File: src/design/rcrfd_pkg.sv
package rcrfd_pkg;

    localparam int unsigned BYTE_W          = 8;
    localparam int unsigned ID_W            = 6;
    localparam int unsigned VALUE_W         = 10;
    localparam int unsigned WORD_W          = ID_W + VALUE_W;
    localparam int unsigned FRAME_BYTES_DEF = 16;
    localparam int unsigned MAX_RESULTS     = 7;

    localparam logic [BYTE_W-1:0] SYNC_VALUE = 8'h03;

endpackage

File: src/design/rc_receiver_frame_decoder.sv
// Receiver frame decoder. Takes one serial byte per word on the s_ side and
// hunts for the sync byte 0x03, which opens a frame of FRAME_BYTES bytes.
// Byte 1 is skipped; bytes from 2 on pair up into big-endian 16-bit words,
// at most seven per frame. Each word is written to a two-bank word RAM as
// its low byte arrives. When a frame's last byte is taken, that bank is
// queued for readout, and the m_ side then gives one result per word:
// channel number (word bits 15..10) and 10-bit position (bits 9..0), with
// tlast on the final word. Input is taken one byte per cycle while s_tready
// is high; readout runs one word per cycle under m_tready, and a frame's last
// byte reaches its first result through the queue count, RAM read and output
// register. A new frame fills the other bank while one is read out; s_tready
// drops only when both banks hold frames still waiting to be read, until the
// older bank has had its final word read. No clearing pass after reset.
module rc_receiver_frame_decoder #(
    parameter int unsigned FRAME_BYTES = rcrfd_pkg::FRAME_BYTES_DEF
) (
    input  logic        aclk,
    input  logic        aresetn,
    input  logic        s_tvalid,
    output logic        s_tready,
    input  logic [7:0]  s_tdata,   // [7:0] rx_byte
    output logic        m_tvalid,
    input  logic        m_tready,
    output logic [15:0] m_tdata,   // [5:0] channel_id, [15:6] channel_value
    output logic        m_tlast    // last_of_frame
);

    // words decoded per frame
    localparam int unsigned WORDS_RAW = (FRAME_BYTES - 2) / 2;
    localparam int unsigned WORDS     = (WORDS_RAW > rcrfd_pkg::MAX_RESULTS) ?
                                        rcrfd_pkg::MAX_RESULTS : WORDS_RAW;
    localparam int unsigned IW        = (WORDS > 1) ? $clog2(WORDS) : 1;
    localparam int unsigned POS_W     = $clog2(FRAME_BYTES);
    localparam int unsigned DEPTH     = 2 << IW;

    localparam logic [POS_W-1:0] POS_FINAL = POS_W'(FRAME_BYTES - 1);
    localparam logic [POS_W-1:0] POS_TWO   = POS_W'(2);
    localparam logic [POS_W-1:0] POS_THREE = POS_W'(3);
    localparam logic [POS_W-1:0] WORDS_POS = POS_W'(WORDS);
    localparam logic [IW-1:0]    IDX_LAST  = IW'(WORDS - 1);

    // word RAM: {bank, word index}
    logic [rcrfd_pkg::WORD_W-1:0] word_mem [DEPTH];

    // fill side
    logic                          in_frame_reg, in_frame_next;
    logic [POS_W-1:0]              pos_reg, pos_next;
    logic                          fill_bank_reg, fill_bank_next;
    logic [rcrfd_pkg::BYTE_W-1:0]  hi_byte_reg;

    // readout side
    logic [1:0]                    queued_reg, queued_next;
    logic                          rd_bank_reg, rd_bank_next;
    logic [IW-1:0]                 rd_idx_reg, rd_idx_next;
    logic                          rdv_reg, rdv_next;
    logic                          rd_last_reg;
    logic [rcrfd_pkg::WORD_W-1:0]  mem_q_reg;
    logic                          m_tvalid_reg, m_tvalid_next;
    logic [15:0]                   m_tdata_reg;
    logic                          m_tlast_reg;

    logic                          in_acc;
    logic                          frame_done;
    logic                          wr_en;
    logic [POS_W-1:0]              word_pos;
    logic [IW-1:0]                 wr_idx;
    logic                          out_free;
    logic                          advance;
    logic                          rd_en;
    logic                          rd_final;

    assign s_tready = (queued_reg != 2'd2);
    assign in_acc   = s_tvalid && s_tready;

    assign word_pos   = (pos_reg - POS_TWO) >> 1;
    assign wr_idx     = IW'(word_pos);
    // low byte of a decoded word: odd position from 3 up, inside the word limit
    assign wr_en      = in_acc && in_frame_reg && pos_reg[0] && (pos_reg >= POS_THREE)
                        && (word_pos < WORDS_POS);
    assign frame_done = in_acc && in_frame_reg && (pos_reg == POS_FINAL);

    assign out_free = !m_tvalid_reg || m_tready;
    assign advance  = rdv_reg && out_free;
    assign rd_en    = (queued_reg != 2'd0) && (!rdv_reg || advance);
    assign rd_final = rd_en && (rd_idx_reg == IDX_LAST);

    always_comb begin
        in_frame_next  = in_frame_reg;
        pos_next       = pos_reg;
        fill_bank_next = fill_bank_reg;
        if (in_acc) begin
            if (!in_frame_reg) begin
                if (s_tdata == rcrfd_pkg::SYNC_VALUE) begin
                    in_frame_next = 1'b1;
                    pos_next      = POS_W'(1);
                end
            end else if (frame_done) begin
                in_frame_next  = 1'b0;
                pos_next       = '0;
                fill_bank_next = !fill_bank_reg;
            end else begin
                pos_next = pos_reg + POS_W'(1);
            end
        end
    end

    always_comb begin
        queued_next = queued_reg;
        if (frame_done && !rd_final) begin
            queued_next = queued_reg + 2'd1;
        end else if (!frame_done && rd_final) begin
            queued_next = queued_reg - 2'd1;
        end
        rd_idx_next  = rd_idx_reg;
        rd_bank_next = rd_bank_reg;
        if (rd_en) begin
            if (rd_final) begin
                rd_idx_next  = '0;
                rd_bank_next = !rd_bank_reg;
            end else begin
                rd_idx_next = rd_idx_reg + IW'(1);
            end
        end
        rdv_next = rd_en || (rdv_reg && !advance);
        m_tvalid_next = advance || (m_tvalid_reg && !m_tready);
    end

    always_ff @(posedge aclk) begin
        if (!aresetn) begin
            in_frame_reg  <= 1'b0;
            pos_reg       <= '0;
            fill_bank_reg <= 1'b0;
            queued_reg    <= 2'd0;
            rd_bank_reg   <= 1'b0;
            rd_idx_reg    <= '0;
            rdv_reg       <= 1'b0;
            m_tvalid_reg  <= 1'b0;
        end else begin
            in_frame_reg  <= in_frame_next;
            pos_reg       <= pos_next;
            fill_bank_reg <= fill_bank_next;
            queued_reg    <= queued_next;
            rd_bank_reg   <= rd_bank_next;
            rd_idx_reg    <= rd_idx_next;
            rdv_reg       <= rdv_next;
            m_tvalid_reg  <= m_tvalid_next;
        end
    end

    // payload
    always_ff @(posedge aclk) begin
        if (in_acc && in_frame_reg && !pos_reg[0]) begin
            hi_byte_reg <= s_tdata;
        end
        if (rd_en) begin
            rd_last_reg <= (rd_idx_reg == IDX_LAST);
        end
        if (advance) begin
            m_tdata_reg <= {mem_q_reg[rcrfd_pkg::VALUE_W-1:0],
                            mem_q_reg[rcrfd_pkg::WORD_W-1:rcrfd_pkg::VALUE_W]};
            m_tlast_reg <= rd_last_reg;
        end
    end

    // word RAM, one write and one registered read port
    always_ff @(posedge aclk) begin
        if (wr_en) begin
            word_mem[{fill_bank_reg, wr_idx}] <= {hi_byte_reg, s_tdata};
        end
        if (rd_en) begin
            mem_q_reg <= word_mem[{rd_bank_reg, rd_idx_reg}];
        end
    end

    assign m_tvalid = m_tvalid_reg;
    assign m_tdata  = m_tdata_reg;
    assign m_tlast  = m_tlast_reg;

    // at most two frames outstanding
    a_queue_bound: assert property (@(posedge aclk) disable iff (!aresetn)
        queued_reg != 2'd3)
        else $error("frame queue overflow");

    // a fill write never lands in the bank being read out
    a_bank_split: assert property (@(posedge aclk) disable iff (!aresetn)
        (wr_en && queued_reg != 2'd0) |-> (fill_bank_reg != rd_bank_reg))
        else $error("fill write into pending bank");

    // every RAM read is followed by data in the read stage
    a_read_lands: assert property (@(posedge aclk) disable iff (!aresetn)
        rd_en |=> rdv_reg)
        else $error("read data dropped");

    // a stalled result holds its data
    a_out_hold: assert property (@(posedge aclk) disable iff (!aresetn)
        (m_tvalid_reg && !m_tready) |=> (m_tvalid_reg && $stable(m_tdata_reg)
                                          && $stable(m_tlast_reg)))
        else $error("output changed under stall");

endmodule

File: config.mk
export PLATFORM = sky130hd
export DESIGN_NAME = rc_receiver_frame_decoder
export DESIGN_NICKNAME = d
export VERILOG_FILES = /design/src/design/rcrfd_pkg.sv /design/src/design/rc_receiver_frame_decoder.sv
export SDC_FILE = /design/constraint.sdc
export NUM_CORES = 1
export LEC_CHECK = 0
export BUFFER_PORTS_ARGS = -buffer_cell sky130_fd_sc_hd__buf_2
export CORE_ASPECT_RATIO = 1.25
export CORE_MARGIN = 4
export CORE_UTILIZATION = 55
export CTS_CLUSTER_DIAMETER = 200
export DETAILED_ROUTE_END_ITERATION = 12
export PLACE_DENSITY = 0.71
export SLEW_MARGIN = 40
export SYNTH_ARGS = -nofsm -noshare
export SYNTH_HDL_FRONTEND = slang
export SYNTH_SLANG_ARGS = --single-unit
export TNS_END_PERCENT = 50
File: constraint.sdc
create_clock -name aclk -period 3.75 [get_ports aclk]
set_clock_uncertainty 0.2 [all_clocks]
set_input_delay 0.75 -clock aclk [delete_from_list [all_inputs] [get_ports aclk]]
set_output_delay 0.75 -clock aclk [all_outputs]
set_load 0.01 [all_outputs]
# Word level (Yosys, flattened, before mapping)
# Memories as Yosys holds them, arrays and structs flattened. A register that Yosys moved wholly into a read port is not among the register bits.
# Cells that the tools add are included.
# W data, S select, Z words.
# word_totals
mem_bits_rw	256
word_cells	68
input_bits	12
register_bits	40
latch_bits	0
mem_count	1
rom_bits	0
# mem_list
name	depth	word_bits	read_ports	rd_clocked_by_memory_dff	write_ports	line_no	source
word_mem	16	16	1	1	1	rc_receiver_frame_decoder.sv:43	logic [rcrfd_pkg::WORD_W-1:0] word_mem [DEPTH];
# classes
div_mod_pow	0
n_mul	0
n_reduce_logical	33
add_sub_neg	5
n_lt_le_gt_ge	2
n_eq_ne	4
mux	11
shifts	0
bitwise_logic	0
# op_table
operator	count
$logic_and A1 B1 Y1	14
$mux W4	3
$logic_not A1 Y1	9
$eq A8 B2 Y1 const B	1
$reduce_bool A2 Y1	3
$mux W1	5
$add A4 B1 Y4 const B	1
$eq A4 B4 Y1 const B	1
$ge A4 B2 Y1 const B	1
$logic_or A1 B1 Y1	4
$mux W2	2
$reduce_and A2 Y1	2
$sub A4 B2 Y4 const B	1
$add A3 B1 Y3 const B	1
$eq A3 B3 Y1 const B	1
$lt A3 B3 Y1 const B	1
$mux W3	1
$reduce_and A3 Y1	1
$add A2 B1 Y2 const B	1
$ne A2 B2 Y1 const B	1
$sub A2 B1 Y2 const B	1

# Logic depth before layout (Yosys ltp)
# Gate-level depths: netlist of run 1.
# depth
word_depth	9
ltp_mapped	12
ltp_nobuf	9

# Worst setup path before layout of run 1
# OpenSTA, ideal clock, no wires.
# synth_timing
path_type	input to register
startpoint	in m_tready
endpoint	reg rd_idx_reg[2]
arrival_time_ns	2.343
required_time_ns	3.435
setup_slack_ns	1.092
path_stages	4
setup_time_ns	0.115
n_path_buf	0
path_cell_list	nor2b_1 > a21oi_1 > a21boi_0 > o21a_1
# synth_between
elab_chain_cells	6
# synth_rtl
element	line_no	source
start: declaration	rc_receiver_frame_decoder.sv:23	input logic m_tready,
$logic_or A1 B1 Y1 *	rc_receiver_frame_decoder.sv:82	assign out_free = !m_tvalid_reg || m_tready;
$logic_and A1 B1 Y1 *	rc_receiver_frame_decoder.sv:83	assign advance = rdv_reg && out_free;
$logic_or A1 B1 Y1 *	rc_receiver_frame_decoder.sv:84	assign rd_en = (queued_reg != 2'd0) && (!rdv_reg || advance);
$logic_and A1 B1 Y1 *	rc_receiver_frame_decoder.sv:84	
via rd_en	rc_receiver_frame_decoder.sv:69	logic rd_en;
$logic_and A1 B1 Y1	rc_receiver_frame_decoder.sv:85	assign rd_final = rd_en && (rd_idx_reg == IDX_LAST);
$mux W3	rc_receiver_frame_decoder.sv:117	if (rd_final) begin
end signal: assignment	rc_receiver_frame_decoder.sv:144	rd_idx_reg <= rd_idx_next;
end: declaration	rc_receiver_frame_decoder.sv:54	logic [IW-1:0] rd_idx_reg, rd_idx_next;
# The timed path passes the listed nets; every way through them passes the cells marked *.
# A chain may end at the register's enable or synchronous reset.

# Worst setup path in the final report of run 1
# layout_timing
startpoint	reg pos_reg[2]
endpoint	mem word_mem[8][10] in the netlist's numbering, enable pin
# layout_between
elab_chain_cells	5
elab_cells_between_ends	7
# layout_rtl
element	line_no	source
start: declaration	rc_receiver_frame_decoder.sv:47	logic [POS_W-1:0] pos_reg, pos_next;
start signal: assignment	rc_receiver_frame_decoder.sv:140	pos_reg <= pos_next;
$sub A4 B2 Y4 or $ge A4 B2 Y1 (tied branches)	rc_receiver_frame_decoder.sv:75, rc_receiver_frame_decoder.sv:78	
$lt A3 B3 Y1 or $logic_and A1 B1 Y1 (tied branches)	rc_receiver_frame_decoder.sv:79, rc_receiver_frame_decoder.sv:78	
$logic_and A1 B1 Y1	rc_receiver_frame_decoder.sv:79	&& (word_pos < WORDS_POS);
$mux W1	rc_receiver_frame_decoder.sv:167	if (wr_en) begin
$mux W1 (implied by the code)	rc_receiver_frame_decoder.sv:168	word_mem[{fill_bank_reg, wr_idx}] <= {hi_byte_reg, s_tdata};
end: declaration	rc_receiver_frame_decoder.sv:43	
# Parallel ways exist; a longest one is shown, timed or not.

==> results of run 1 <==
layer usage:
layer / part of all wire, % / vias to the layer above / global-route usage, %
met5: 0 / - / 0
met4: 2.7 / 0 / 5.984
met3: 6.2 / 55 / 2.600
met2: 52 / 205 / 35.07
met1: 39 / 2916 / 25.70
li1: - / 2436 / -
worst max-delay path: cells and delay by family, from the launching register on:
| family | cells | cell delay, ps |
|---|---|---|
| xor gates and xnor gates | 1 | 180 |
| adders and majority gates | 1 | 210 |
| AOI/OAI and AO/OA | 1 | 310 |
| and+or+nand+nor | 2 | 730 |
| DFF | 1 | 440 |
| buffers and inverters | 2 | 450 |
cell families after synthesis:
family | count (synthesis)
muxes | 67
adders and majority gates | 9
buffers and inverters | 33
DFF | 312
and+or+nand+nor | 80
AOI/OAI and AO/OA | 51
xor gates and xnor gates | 5
layout make-up:
| cell class | count | area, um^2 | share of cell area, % |
|---|---|---|---|
| flip-flops and latches | 312 | 9234 | 68.87 |
| multi-input cells | 212 | 2472 | 18.44 |
| clock buffers | 38 | 759.5 | 5.664 |
| repair buffers | 62 | 402.9 | 3.005 |
| well taps | 274 | 342.8 | 2.557 |
| clock inverters | 13 | 162.7 | 1.213 |
| inverters | 9 | 33.78 | 0.2520 |
worst min-delay path by stage:
stage / start / slack [ps] / end
after CTS: mem_q_reg[8] / 220 / m_tdata[14]
after global routing: mem_q_reg[6] / 230 / m_tdata[12]
after floorplan: mem_q_reg[10] / 200 / m_tdata[0]
final: mem_q_reg[8] / 220 / m_tdata[14]
after detailed placement: mem_q_reg[4] / 210 / m_tdata[10]
after global placement: mem_q_reg[0] / 200 / m_tdata[6]
per-stage QoR:
step	hold WS [ps]	utilization, %	setup slack, ps	cell area (um^2)
6_report	219.5	63.73	924.1	13410
5_1_grt	230.0	63.73	658.1	13410
4_1_cts	222.6	63.62	929.0	13390
3_5_place_dp	205.4	59.24	940.3	12460
3_3_place_gp	203.7	59.21	992.7	12460
2_1_floorplan	200.3	-	1092	11900
report_power, final:
part | internal, W | switching [W] | leakage, nW
clock network | 0.00169 | 0.00116 | 0.447
logic | 0.00000549 | 0.0000267 | 1.06
registers | 0.00378 | 0.000000352 | 2.79
total | 0.00547 | 0.00119 | 4.30
layout by cell type, fill, tap and decap left out, types with 6 or more instances in the layout:
cell       netlist  layout
buf_2            6      30
nand2_1         27      27
clkbuf_16        0      29
inv_1            9       9
nor2_1          25      24
mux4_1          22      22
nor2b_1          7       6
clkbuf_1        10       9
a22oi_1         32      32
ha_1             9       9
edfxtp_1       298     298
mux4_2          42      42
buf_4            3      31
dfxtp_1         14      12
nand3_1          8       8
==> results.cfg, run 1 <==
[status]
status = completed

[floorplanning]
coreArea_mm2 = 0.02104
rows = 59
io_pins = 31
die_area_mm2 = 0.02406
die_h_um = 172.4
start_util_pct = 56.54
die_w_um = 139.5

[setup_path]
critPathCaptureType = register
cp_slowest_stage_delay_ps = 520
path_cells = inv_1 > ha_1 > xor2_1 > a211oi_2 > nand3_1 > nor2_1 > buf_4
rr_endpoint = word_mem[8][10]
endpoint = word_mem[8][10]
r2r_setup_slack_ps = 920
critPathLaunchType = register
arrival_ps = 2860
cp-startpoint = pos_reg[2]
required_ps = 3780
reg2reg_from = pos_reg[2]
setup.worst_path.class = register to register
rr_worst_depth = 7
cp_max_fo = 10
crit_path_top_delay_cell = nor2_1

[finish]
largest_reg_flops = 256
diodes = 0
layout-drive-gt1-share_pct = 23.84
areaGrowthSynthToFinish_pct = 12.71
n_fill_cell = 1392
nets = 646
fin_cells = 920

[global_routing]
grt_pass1_wl_um = 35620
antenna_found_initial = 0
globalRouteOverflowTotal = 0
grt_max_degree = 43
grt_use_total_pct = 19.67
grt_pass1_vias = 5952

[yosys]
ys_seq_elements = 312
synthTopCellsByArea = edfxtp_1, mux4_2, mux4_1
synth-xor-area-share_pct = 0.3681
synthAdderAreaFrac_pct = 0.9466
netlist_area_mm2 = 0.01190
synthMuxAreaShare_pct = 13.07
syn_inst = 557
synth-compound-area-share_pct = 3.208
synth_fp_nets = 578
synth-simple-area-share_pct = 3.061
synth_top_family_by_area = multiplexers
synthDominantCellAreaShare_pct = 75.22
synth.distinct_cells = 43
synth_warnings = 0
post_synth.cell_area_avg_um2 = 21.36
synth_edf_count = 298
synthArstFlopShare_pct = 0
seq_area_frac_synth_pct = 77.58
synth_top_area_cell = edfxtp_1
netlist_top_cells_count = edfxtp_1, mux4_2, a22oi_1
synth.most_common_cell = edfxtp_1
synth-main-ff-cell = edfxtp_1

[clocking]
clock-sinks = 312
holdBufCountCts = 0
cts_max_path_buffers = 3
htree_levels = 1
cts-root-buf = clkbuf_16
clk-insertion-delay-late_ps = 530
post-cts-setup-buffer-count = 0
numCtsBuffers = 28
path_clk_slew_ps = 60
cts_resized = 0
cts_tree = yes

[timing]
hold_viol_final = 0
drv_slew = 0
max_freq_ghz = 0.3539
layout_min_cycle_time_ps = 2826
min_period_over_period_pct = 75.36
finalSetupViolCount = 0
worst_slew_pin_slew_ps = 617.6
slew_headroom_pct = 58.68
rsz0062_at_grt = no
finalSetupTns_ps = 0

[pwr]
p_per_area_mw_per_mm2 = 496.9
worst_ir_drop_vdd_uv = 377.0
p_leak_nw = 4.297
total_power_w = 0.006662

[placement]
post-dp-hpwl_um = 14000
gp_congestion = 0.8039
dp.cells = 868
port_buffers = 30

[min_path]
hold_path_depth = 0
min_path_type = register to register

[run]
drv_cap = 0

[route]
remaining_drc_errors = 0
detail_route.wl_per_cell_um = 25.26
drtIter0Drc = 426
first_pass_iters = 5
vias = 5612
routed_via_density = 6.100
drt-total-wl_um = 23240
antenna_left = 0
(Power assumes the default switching activity.)
==> run 2, diff against run 1 <==
Clock period 3.75 ns to 2.8 ns, I/O delays scaled along.
==> run 2 against run 1 <==
  * Non-clock buffer count grew 3
  * Largest power group unchanged
  * Global-route usage increased by 0.70 points
  * Fmax is 9.6% higher
==> results.cfg, run 2 (synthesized netlist as in run 1, its figures left out) <==
[pwr]
switching_share_pct = 18.68
seqPwrFrac_pct = 58.1
p_per_area_mw_per_mm2 = 649.9
p_sw_w = 0.001627
total_power_w = 0.008712
p_leak_nw = 4.300
worst_ir_drop_vdd_uv = 541.4
power_frac_comb_pct = 0.6
internal-power_w = 0.007085
p_clk_share_pct = 41.3

[finish]
nets = 649
final_cell_mix = edfxtp_1, mux4_2, a22oi_1, buf_4, buf_2
layout-drive-gt1-share_pct = 24.62
fin_cells = 924
largest_reg_flops = 256
areaGrowthSynthToFinish_pct = 12.69
utilization_pct = 63.72
n_fill_cell = 1398
final_common_cell = edfxtp_1
diodes = 0

[timing]
drv_slew = 0
rsz0062_at_grt = no
finalSetupTns_ps = 0
max_freq_ghz = 0.3877
layout_min_cycle_time_ps = 2579
min_period_over_period_pct = 92.12
worst_slew_pin_slew_ps = 805.7
hold_viol_final = 0
setup_slack_ps = 220.8
slew_headroom_pct = 46.29
finalSetupViolCount = 0

[route]
routed_via_density = 6.132
drt-total-wl_um = 23790
first_pass_iters = 6
vias = 5666
detail_route.wl_per_cell_um = 25.75
drtIter0Drc = 528
antenna_left = 0
remaining_drc_errors = 0

[global_routing]
grt_use_total_pct = 20.38
grt_max_degree = 67
antenna_found_initial = 0
grt_pass1_vias = 5906
grt_pass1_wl_um = 36450
globalRouteOverflowTotal = 0

[status]
status = completed

[clocking]
clk-insertion-delay-late_ps = 550
numCtsBuffers = 28
cts_tree = yes
cts-root-buf = clkbuf_16
cts_resized = 0
cts_max_path_buffers = 3
path_clk_slew_ps = 60
post-cts-setup-buffer-count = 0
holdBufCountCts = 0
clock-sinks = 312
htree_levels = 1

[placement]
port_buffers = 30
dp.cells = 872
gp_congestion = 0.8417
post-dp-hpwl_um = 15060
place_ws_ps = 329.4

[setup_path]
path_cells = inv_1 > ha_1 > xor2_1 > a211oi_2 > nand3_1 > nor2_1 > buf_4
cp_max_fo = 16
setup.worst_path.class = register to register
critPathLaunchType = register
crit_path_top_delay_cell = dfxtp_1
rr_worst_depth = 7
cp_slowest_stage_delay_ps = 450
required_ps = 2810
arrival_ps = 2590
critPathCaptureType = register

[floorplanning]
die_area_mm2 = 0.02406
die_w_um = 139.5
coreArea_mm2 = 0.02104
io_pins = 31
die_h_um = 172.4
rows = 59
start_util_pct = 56.54

[run]
drv_cap = 0

[min_path]
min_path_type = input port to register
hold_path_depth = 4
[run 2: final cells by class]
cell class / count / area, um^2 / area share [%]
flip-flops and latches: 312 / 9234 / 68.88
inverters: 9 / 33.78 / 0.2520
well taps: 274 / 342.8 / 2.557
clock inverters: 22 / 166.4 / 1.241
clock buffers: 30 / 708.2 / 5.282
repair buffers: 65 / 450.4 / 3.360
multi-input cells: 212 / 2471 / 18.43
[run 2: power groups by stage]
stage | combinational (W) | sequential [W] | clock [W]
2_1_floorplan | 0.00000547 | 0.00516 | 0
3_3_place_gp | 0.0000478 | 0.00516 | 0
3_5_place_dp | 0.0000501 | 0.00516 | 0
4_1_cts | 0.0000502 | 0.00506 | 0.00367
5_1_grt | 0.0000553 | 0.00506 | 0.00390
6_report | 0.0000493 | 0.00506 | 0.00360
[run 2: path summary, 6_finish.rpt]
check                                  start              to  slack (ps)
worst max-delay path              pos_reg[2]  word_mem[1][5]         220
worst min-delay path                m_tready         rdv_reg         200
worst max register to register    pos_reg[2]  word_mem[1][5]         220
worst min register to register  mem_q_reg[7]     m_tdata[13]         220
[run 2: through the flow]
step	cell area (um^2)	hold slack, ps
after global placement	12520	204.8
final	13410	200.4
after detailed placement	12530	205.4
after floorplan	11900	200.3
after CTS	13410	183.4
after global routing	13410	200.0
[run 2: worst max-delay path, delay by kind of cell, from the launching register on]
kind | cells | cell delay [ps]
buffers and inverters | 2 | 470
DFF | 1 | 450
and+or+nand+nor | 2 | 400
AOI/OAI and AO/OA | 1 | 320
adders and majority gates | 1 | 210
xor gates and xnor gates | 1 | 190
[run 2: metal layers]
metal	global-route usage [%]	part of all wire (%)	routed length, um
met5	0	0	0
met1	26.77	38	9147
met2	36.45	53	12580
met3	2.490	6.3	1487
met4	5.984	2.4	573
